File: src/sv/i2c_mts_pkg.sv
package i2c_mts_pkg;

  // Width of the byte counter of one message
  localparam int unsigned LENGTH_WIDTH = 16;

  // Field widths
  localparam int unsigned FuncW     = 2;
  localparam int unsigned AddrW     = 7;
  localparam int unsigned MsgLenW   = 16;
  localparam int unsigned ByteW     = 8;
  localparam int unsigned RetryW    = 4;
  localparam int unsigned StatusW   = 3;
  localparam int unsigned CfgIndexW = 1;
  localparam int unsigned CfgDataW  = 4;

  // Configuration register indexes and reset values
  localparam logic [CfgIndexW-1:0] CfgRepeatedStart = 1'd0;
  localparam logic [CfgIndexW-1:0] CfgRetryLimit    = 1'd1;
  localparam logic                 RepeatedStartRst = 1'b1;
  localparam logic [RetryW-1:0]    RetryLimitRst    = 4'd5;

  // Core command register bits
  localparam logic [ByteW-1:0] CmdStart = 8'h81;
  localparam logic [ByteW-1:0] CmdStop  = 8'h41;
  localparam logic [ByteW-1:0] CmdRead  = 8'h21;
  localparam logic [ByteW-1:0] CmdWrite = 8'h11;
  localparam logic [ByteW-1:0] CmdAck   = 8'h08;

  typedef enum logic [FuncW-1:0] {
    FuncBegin   = 2'd0,
    FuncTxByte  = 2'd1,
    FuncCmdDone = 2'd2,
    FuncTimeout = 2'd3
  } func_e;

  typedef enum logic [StatusW-1:0] {
    StOk         = 3'd0,
    StAddrNak    = 3'd1,
    StDataNak    = 3'd2,
    StTimeout    = 3'd3,
    StUnexpected = 3'd4
  } status_e;

  typedef enum logic [3:0] {
    PhIdle       = 4'd0,
    PhNext       = 4'd1,
    PhAddr       = 4'd2,
    PhAddrStop   = 4'd3,
    PhWrNeed     = 4'd4,
    PhWrWait     = 4'd5,
    PhWrNakStop  = 4'd6,
    PhRdWait     = 4'd7,
    PhMsgStop    = 4'd8
  } phase_e;

  // One input word
  typedef struct packed {
    func_e              func;
    logic [AddrW-1:0]   device_address;
    logic               read_flag;
    logic [MsgLenW-1:0] message_length;
    logic               final_message;
    logic [ByteW-1:0]   tx_data;
    logic               status_noack;
    logic               status_busy;
    logic [ByteW-1:0]   rx_data;
  } item_t;

  // One result word
  typedef struct packed {
    logic             cmd_valid;
    logic [ByteW-1:0] cmd_value;
    logic             txr_valid;
    logic [ByteW-1:0] txr_value;
    logic             rx_valid;
    logic [ByteW-1:0] rx_value;
    logic             need_tx_byte;
    logic             message_done;
    logic             transfer_done;
    status_e          status;
  } result_t;

  // Configuration seen by the sequencer
  typedef struct packed {
    logic              repeated_start_mode;
    logic [RetryW-1:0] address_retry_limit;
  } cfg_t;

endpackage

File: src/sv/i2c_master_transfer_sequencer.sv
// I2C master transfer sequencer.
// Input channel (in_valid_i/in_ready_o) carries one event word: begin a
// message, a write data byte, a core command completion with its status
// bits and received byte, or a timeout. Every accepted word yields exactly
// one result word on the output channel (out_valid_o/out_ready_i): the
// command and transmit register bytes to write to the core, a received
// byte, a request for the next data byte, and done flags with a status.
// The result is registered: the result of a word accepted at a clock edge
// is on the outputs in the next cycle. The sequencer state updates in the same
// cycle, so one word is taken every cycle while the output is drained.
// The result register parts the two sides: a new word is taken while the
// held result is taken in the same cycle; when the receiver stalls with a
// result pending, in_ready_o drops until it is taken.
// The configuration channel (cfg_valid_i/cfg_ready_o) is always ready;
// index 0 writes the repeated-start mode, index 1 the address retry limit.
// Write it only while no transfer is under way.
// Reset returns to idle, empties the result register and restores
// repeated-start mode 1 and a retry limit of 5.
module i2c_master_transfer_sequencer (
  input  logic                               clk_i,
  input  logic                               rst_ni,
  input  logic                               cfg_valid_i,
  output logic                               cfg_ready_o,
  input  logic [i2c_mts_pkg::CfgIndexW-1:0]  cfg_index_i,
  input  logic [i2c_mts_pkg::CfgDataW-1:0]   cfg_data_i,
  input  logic                               in_valid_i,
  output logic                               in_ready_o,
  input  logic [i2c_mts_pkg::FuncW-1:0]      func_i,
  input  logic [i2c_mts_pkg::AddrW-1:0]      device_address_i,
  input  logic                               read_flag_i,
  input  logic [i2c_mts_pkg::MsgLenW-1:0]    message_length_i,
  input  logic                               final_message_i,
  input  logic [i2c_mts_pkg::ByteW-1:0]      tx_data_i,
  input  logic                               status_noack_i,
  input  logic                               status_busy_i,
  input  logic [i2c_mts_pkg::ByteW-1:0]      rx_data_i,
  output logic                               out_valid_o,
  input  logic                               out_ready_i,
  output logic                               cmd_valid_o,
  output logic [i2c_mts_pkg::ByteW-1:0]      cmd_value_o,
  output logic                               txr_valid_o,
  output logic [i2c_mts_pkg::ByteW-1:0]      txr_value_o,
  output logic                               rx_valid_o,
  output logic [i2c_mts_pkg::ByteW-1:0]      rx_value_o,
  output logic                               need_tx_byte_o,
  output logic                               message_done_o,
  output logic                               transfer_done_o,
  output logic [i2c_mts_pkg::StatusW-1:0]    status_o
);
  import i2c_mts_pkg::*;

  cfg_t    cfg_q;
  item_t   item;
  result_t result;
  result_t result_q;
  logic    out_valid_q;
  logic    step;

  // Configuration registers
  assign cfg_ready_o = 1'b1;

  always_ff @(posedge clk_i or negedge rst_ni) begin
    if (!rst_ni) begin
      cfg_q.repeated_start_mode <= RepeatedStartRst;
      cfg_q.address_retry_limit <= RetryLimitRst;
    end else if (cfg_valid_i) begin
      case (cfg_index_i)
        CfgRepeatedStart: cfg_q.repeated_start_mode <= cfg_data_i[0];
        CfgRetryLimit:    cfg_q.address_retry_limit <= cfg_data_i[RetryW-1:0];
        default:          cfg_q <= cfg_q;
      endcase
    end
  end

  // Gather the input word
  always_comb begin
    item.func           = func_e'(func_i);
    item.device_address = device_address_i;
    item.read_flag      = read_flag_i;
    item.message_length = message_length_i;
    item.final_message  = final_message_i;
    item.tx_data        = tx_data_i;
    item.status_noack   = status_noack_i;
    item.status_busy    = status_busy_i;
    item.rx_data        = rx_data_i;
  end

  // Take a word when the result register is empty or being drained
  assign in_ready_o = !out_valid_q || out_ready_i;
  assign step       = in_valid_i && in_ready_o;

  i2c_mts_fsm u_fsm (
    .clk_i    (clk_i),
    .rst_ni   (rst_ni),
    .step_i   (step),
    .item_i   (item),
    .cfg_i    (cfg_q),
    .result_o (result)
  );

  // Result register
  always_ff @(posedge clk_i or negedge rst_ni) begin
    if (!rst_ni) begin
      out_valid_q <= 1'b0;
    end else if (step) begin
      out_valid_q <= 1'b1;
    end else if (out_ready_i) begin
      out_valid_q <= 1'b0;
    end
  end

  always_ff @(posedge clk_i) begin
    if (step) begin
      result_q <= result;
    end
  end

  assign out_valid_o     = out_valid_q;
  assign cmd_valid_o     = result_q.cmd_valid;
  assign cmd_value_o     = result_q.cmd_value;
  assign txr_valid_o     = result_q.txr_valid;
  assign txr_value_o     = result_q.txr_value;
  assign rx_valid_o      = result_q.rx_valid;
  assign rx_value_o      = result_q.rx_value;
  assign need_tx_byte_o  = result_q.need_tx_byte;
  assign message_done_o  = result_q.message_done;
  assign transfer_done_o = result_q.transfer_done;
  assign status_o        = result_q.status;

endmodule

File: src/sv/i2c_mts_fsm.sv
module i2c_mts_fsm (
  input  logic                 clk_i,
  input  logic                 rst_ni,
  input  logic                 step_i,
  input  i2c_mts_pkg::item_t   item_i,
  input  i2c_mts_pkg::cfg_t    cfg_i,
  output i2c_mts_pkg::result_t result_o
);
  import i2c_mts_pkg::*;

  phase_e                  phase_q, phase_d;
  logic [RetryW-1:0]       retries_q, retries_d;
  logic [LENGTH_WIDTH-1:0] bytes_q, bytes_d;
  logic [ByteW-1:0]        addr_byte_q, addr_byte_d;
  logic                    reading_q, reading_d;
  logic                    last_q, last_d;
  logic                    nak_seen_q, nak_seen_d;

  logic [LENGTH_WIDTH-1:0] bytes_dec;
  logic [LENGTH_WIDTH-1:0] data_cnt;
  logic                    go_data;
  logic                    bad;
  result_t                 res;

  assign bytes_dec = bytes_q - LENGTH_WIDTH'(1);

  // Next state and result for one word
  always_comb begin
    res         = '0;
    res.status  = StOk;
    phase_d     = phase_q;
    retries_d   = retries_q;
    bytes_d     = bytes_q;
    addr_byte_d = addr_byte_q;
    reading_d   = reading_q;
    last_d      = last_q;
    nak_seen_d  = nak_seen_q;
    go_data     = 1'b0;
    data_cnt    = bytes_q;
    bad         = 1'b0;

    case (item_i.func)
      FuncTimeout: begin
        if (phase_q == PhIdle) begin
          bad = 1'b1;
        end else begin
          res.transfer_done = 1'b1;
          res.status        = StTimeout;
          phase_d           = PhIdle;
        end
      end
      FuncBegin: begin
        if (phase_q == PhIdle || phase_q == PhNext) begin
          reading_d     = item_i.read_flag;
          addr_byte_d   = {item_i.device_address, item_i.read_flag};
          bytes_d       = item_i.message_length[LENGTH_WIDTH-1:0];
          last_d        = item_i.final_message;
          retries_d     = cfg_i.address_retry_limit;
          nak_seen_d    = 1'b0;
          res.txr_valid = 1'b1;
          res.txr_value = {item_i.device_address, item_i.read_flag};
          res.cmd_valid = 1'b1;
          res.cmd_value = CmdStart | CmdWrite;
          phase_d       = PhAddr;
        end else begin
          bad = 1'b1;
        end
      end
      FuncTxByte: begin
        if (phase_q == PhWrNeed) begin
          res.txr_valid = 1'b1;
          res.txr_value = item_i.tx_data;
          res.cmd_valid = 1'b1;
          res.cmd_value = CmdWrite;
          phase_d       = PhWrWait;
        end else begin
          bad = 1'b1;
        end
      end
      default: begin
        case (phase_q)
          PhAddr: begin
            if (item_i.status_noack) begin
              res.cmd_valid = 1'b1;
              res.cmd_value = CmdStop;
              phase_d       = PhAddrStop;
            end else begin
              go_data  = 1'b1;
              data_cnt = bytes_q;
            end
          end
          PhAddrStop: begin
            if (item_i.status_busy) begin
              res.cmd_valid = 1'b1;
              res.cmd_value = CmdStop;
            end else if (retries_q != '0) begin
              retries_d     = retries_q - RetryW'(1);
              res.txr_valid = 1'b1;
              res.txr_value = addr_byte_q;
              res.cmd_valid = 1'b1;
              res.cmd_value = CmdStart | CmdWrite;
              phase_d       = PhAddr;
            end else begin
              res.transfer_done = 1'b1;
              res.status        = StAddrNak;
              phase_d           = PhIdle;
            end
          end
          PhWrWait: begin
            if (item_i.status_noack) begin
              nak_seen_d    = 1'b1;
              res.cmd_valid = 1'b1;
              res.cmd_value = CmdStop;
              phase_d       = PhWrNakStop;
            end else begin
              bytes_d  = bytes_dec;
              go_data  = 1'b1;
              data_cnt = bytes_dec;
            end
          end
          PhRdWait: begin
            res.rx_valid = 1'b1;
            res.rx_value = item_i.rx_data;
            bytes_d      = bytes_dec;
            go_data      = 1'b1;
            data_cnt     = bytes_dec;
          end
          PhWrNakStop, PhMsgStop: begin
            if (item_i.status_busy) begin
              res.cmd_valid = 1'b1;
              res.cmd_value = CmdStop;
            end else begin
              res.message_done  = 1'b1;
              res.status        = nak_seen_q ? StDataNak : StOk;
              res.transfer_done = last_q;
              phase_d           = last_q ? PhIdle : PhNext;
            end
          end
          default: begin
            bad = 1'b1;
          end
        endcase
      end
    endcase

    // Move on to the next data byte or close the message
    if (go_data) begin
      if (data_cnt == '0) begin
        if (!cfg_i.repeated_start_mode || last_q) begin
          res.cmd_valid = 1'b1;
          res.cmd_value = CmdStop;
          phase_d       = PhMsgStop;
        end else begin
          res.message_done  = 1'b1;
          res.status        = StOk;
          res.transfer_done = last_q;
          phase_d           = last_q ? PhIdle : PhNext;
        end
      end else if (reading_q) begin
        res.cmd_valid = 1'b1;
        res.cmd_value = (data_cnt == LENGTH_WIDTH'(1)) ? (CmdRead | CmdAck) : CmdRead;
        phase_d       = PhRdWait;
      end else begin
        res.need_tx_byte = 1'b1;
        phase_d          = PhWrNeed;
      end
    end

    // Drop the word and hold the state on an unexpected input
    if (bad) begin
      res         = '0;
      res.status  = StUnexpected;
      phase_d     = phase_q;
      retries_d   = retries_q;
      bytes_d     = bytes_q;
      addr_byte_d = addr_byte_q;
      reading_d   = reading_q;
      last_d      = last_q;
      nak_seen_d  = nak_seen_q;
    end
  end

  // Sequencer state
  always_ff @(posedge clk_i or negedge rst_ni) begin
    if (!rst_ni) begin
      phase_q     <= PhIdle;
      retries_q   <= '0;
      bytes_q     <= '0;
      addr_byte_q <= '0;
      reading_q   <= 1'b0;
      last_q      <= 1'b0;
      nak_seen_q  <= 1'b0;
    end else if (step_i) begin
      phase_q     <= phase_d;
      retries_q   <= retries_d;
      bytes_q     <= bytes_d;
      addr_byte_q <= addr_byte_d;
      reading_q   <= reading_d;
      last_q      <= last_d;
      nak_seen_q  <= nak_seen_d;
    end
  end

  assign result_o = res;

endmodule

File: config.mk
export PLATFORM = sky130hd
export DESIGN_NAME = i2c_master_transfer_sequencer
export DESIGN_NICKNAME = d
export VERILOG_FILES = /design/src/sv/i2c_mts_pkg.sv /design/src/sv/i2c_master_transfer_sequencer.sv /design/src/sv/i2c_mts_fsm.sv
export SDC_FILE = /design/constraint.sdc
export NUM_CORES = 1
export LEC_CHECK = 0
export ABC_AREA = 1
export BUFFER_PORTS_ARGS = -buffer_cell sky130_fd_sc_hd__buf_2
export CORE_ASPECT_RATIO = 1.75
export CORE_MARGIN = 2
export CORE_UTILIZATION = 25
export CTS_CLUSTER_SIZE = 24
export DETAILED_ROUTE_END_ITERATION = 12
export SETUP_SLACK_MARGIN = 0.5
export SLEW_MARGIN = 20
export SYNTH_ARGS = -nofsm -noshare
export SYNTH_HDL_FRONTEND = slang
export SYNTH_HIERARCHICAL = 1
export SYNTH_SLANG_ARGS = --single-unit
File: constraint.sdc
create_clock -name clk_i -period 3.55 [get_ports clk_i]
set_clock_uncertainty 0.1 [all_clocks]
set_input_delay 0.5325 -clock clk_i [delete_from_list [all_inputs] [get_ports clk_i]]
set_output_delay 0.5325 -clock clk_i [all_outputs]
set_load 0.1 [all_outputs]
==> metrics <==
Worst R2R Path Depth 13; initial core utilization 0.252; total power 4.01 mW; final hold slack around 66 ps; share of flip-flops with an asynchronous set or reset 0.548; DR WL/cell about 14 µm; final net count 750; r2r endpoint cmd_valid_o$_DFFE_PP_; # DRC 0; CTS root buf clkbuf_16; Clock Latency Late Sink between 300 and 400 ps; crit path buf inv count 1; Post-Syn Area about 4600 µm²; cell chain of the critical path inv_2, nand3_4, a21oi_4, nand2_1, nand3_1, nand2_1, nor2_1, nand2_1, a21oi_4, nand2_4, nand2_2, nand3_2, a21oi_2; Multi-input gate area 2270 µm²; Worst Setup SP u_fsm/phase_q[3]$_DFFE_PN0P_; slew margin rel. 0.612; Worst Path Max Fanout 19; Post-synth top cells nand2_1, nor2_1, inv_1; sequential power share 0.335; GRT overflow 0; flop2flop setup slack 1000 ps; Internal ~2.2 mW; Core Area ~18000 µm²; Setup crit start kind register; Top Ports just over 90; CP max stage cell a21oi_4; First-pass DRT Iterations 4; outcome complete, no violations; clk sinks 73; Max-Cap Viols 0; switching power 1.85 mW; htree depth 3; post-synthesis sequential area ratio 0.430; vias in the first global route 4432; reg2reg start u_fsm/phase_q[3]$_DFFE_PN0P_; EDFF count, synth 33; RSZ-0062 raised after global routing false; non-filler cells, final ~930; Critical Path RT about 3600 ps; Area Overhead vs Synth 21.1%; Layout Utilization 0.305; top cells by area, synth edfxtp_1, dfrtp_1, nand2_1, nor2_1, inv_1; critical path class reg2reg; yosys warns 6; area leader, netlist edfxtp_1; Critical Path End Type register; Avg Inst Size Synth around 7.7 µm²; final setup fails 0; Slew Limit Fails 0; TritonCTS buffer count 9; die area about 20000 µm²; min Tclk post-route 2550 ps; register area roughly 2000 µm²; final wirelength 13.5 mm; CTS max path bufs 2; Fmax roughly 390 MHz; Crit path max-delay family simple AND/OR/NAND/NOR gates; leakage power 2.56 nW; Total Routing Usage GR 0.143; first-pass GRT wire length 21.6 mm; Logic pwr share 0.430; period utilization 0.717; CTS Hold Bufs 0; routed vias/inst 4.57; CTS tree yes; worst min path class in2async; Die W between 100 and 150 µm; via count ~4300; post-DP HPWL between 10 and 15 mm; Pwr per Cell Area ~700 nW/µm²; Synth top area share 0.213; Setup Fix Bufs, Post-CTS 0; die extent in y roughly 180 µm; clock power share 0.235; Worst Path Arrival ~2600 ps; Cell variety after synth 47; Main synth FF type dfrtp_1; worst vdd ir approximately 240 µV; Fill cells slightly below 2000; Worst Tran Pin Value between 500 and 600 ps; Final Hold Viols 0; RePlAce Congestion approximately 0.88; Critical Path Max Stage Delay around 470 ps; Setup TNS 0 ps; initial antenna violation count 1; Sw Ratio 0.462; Clock transition at path regs 60 ps; # rows 66; Initial DRC Count about 240; Cells after DPL 916; layout cells sized above 1 0.241; CP dominant cell by count nand2_1; Final ANT Viol Nets 0; largest net degree at the start of global routing 41; Port Buffers a little under 90; most numerous cell in the Yosys netlist nand2_1; post-cts sizing count 0; Seq cells post-synth 73; Syn Inst Count roughly 600
## layout by cell type (no fill, tap or decap), drive strengths merged, types with 3 or more instances in the layout
cell type  instances
conb               3
o21ai             51
a21oi             25
nor2             100
a211oi             5
inv               70
buf               96
o211ai             8
nor4               3
nand2            155
dfrtp             37
ha                 6
nand4              5
a31oi              8
clkbuf             9
clkinv             3
o31ai              3
dfstp              3
nor3              16
edfxtp            33
nand3             44
## stage by stage
stage	worst slack, ps	cell area [µm²]
CTS	1030	5620
global route	783	5620
detailed placement	950	5320
global placement	999	5320
finish	1000	5620
floorplan	557	4650
## power by group through the flow
stage | Sequential [mW] | Combinational, mW | Clock [mW]
2_1_floorplan | 1.55 | 1.10 | 0
3_3_place_gp | 1.35 | 1.70 | 0
3_5_place_dp | 1.35 | 1.71 | 0
4_1_cts | 1.34 | 1.72 | 0.966
5_1_grt | 1.38 | 1.92 | 1.00
6_report | 1.34 | 1.72 | 0.942
## state kept, by name (all words and copies together) (netlist names)
signal,flops
need_tx_byte_o,1
u_fsm/last_q,1
cmd_valid_o,1
u_fsm/retries_q,4
rx_valid_o,1
u_fsm/bytes_q,16
u_fsm/nak_seen_q,1
cfg_q,5
rx_value_o,8
transfer_done_o,1
txr_valid_o,1
message_done_o,1
out_valid_o,1
u_fsm/addr_byte_q,8
cmd_value_o,8
u_fsm/phase_q,4
status_o,3
txr_value_o,8
## logic make-up (layout without fill, tap and decap cells)
family | count (synthesis) | in the layout | share of synthesized area
buffers and inverters | 90 | 180 | 0.0844
other | 2 | 4 | 0.00162
adders and majority gates | 6 | 6 | 0.0162
AOI/OAI and AO/OA | 106 | 106 | 0.144
and+or+nand+nor | 326 | 326 | 0.324
DFF | 73 | 73 | 0.430
## how the worst max path moves through the flow
stage,end,slack (ps),cells past startpoint
2_1_floorplan,u_fsm/bytes_q[0]$_DFFE_PN0P_,560,8
3_3_place_gp,u_fsm/bytes_q[13]$_DFFE_PN0P_,1000,12
3_5_place_dp,u_fsm/bytes_q[13]$_DFFE_PN0P_,950,12
4_1_cts,cmd_valid_o$_DFFE_PP_,1030,13
5_1_grt,cmd_valid_o$_DFFE_PP_,780,13
6_report,cmd_valid_o$_DFFE_PP_,1000,13
## cell type report
| type | count | share of cell area |
|---|---|---|
| Multi-Input combinational cell | 441 | 0.404 |
| Sequential cell | 73 | 0.355 |
| Timing Repair Buffer | 96 | 0.0890 |
| Tap cell | 238 | 0.0530 |
| Inverter | 68 | 0.0454 |
| Clock buffer | 9 | 0.0401 |
| Clock inverter | 7 | 0.0136 |
| Antenna cell | 1 | 0.000445 |
## routing by layer
layer | GRT usage | vias up | part of all wire | wire length, µm
met1 | 0.143 | 1958 | 0.38 | 5100
met2 | 0.265 | 111 | 0.53 | 7220
met5 | 0 | - | 0 | 0
met3 | 0.0272 | 40 | 0.038 | 509
li1 | - | 2153 | - | -
met4 | 0.0930 | 0 | 0.051 | 683
(Power assumes the default switching activity.)
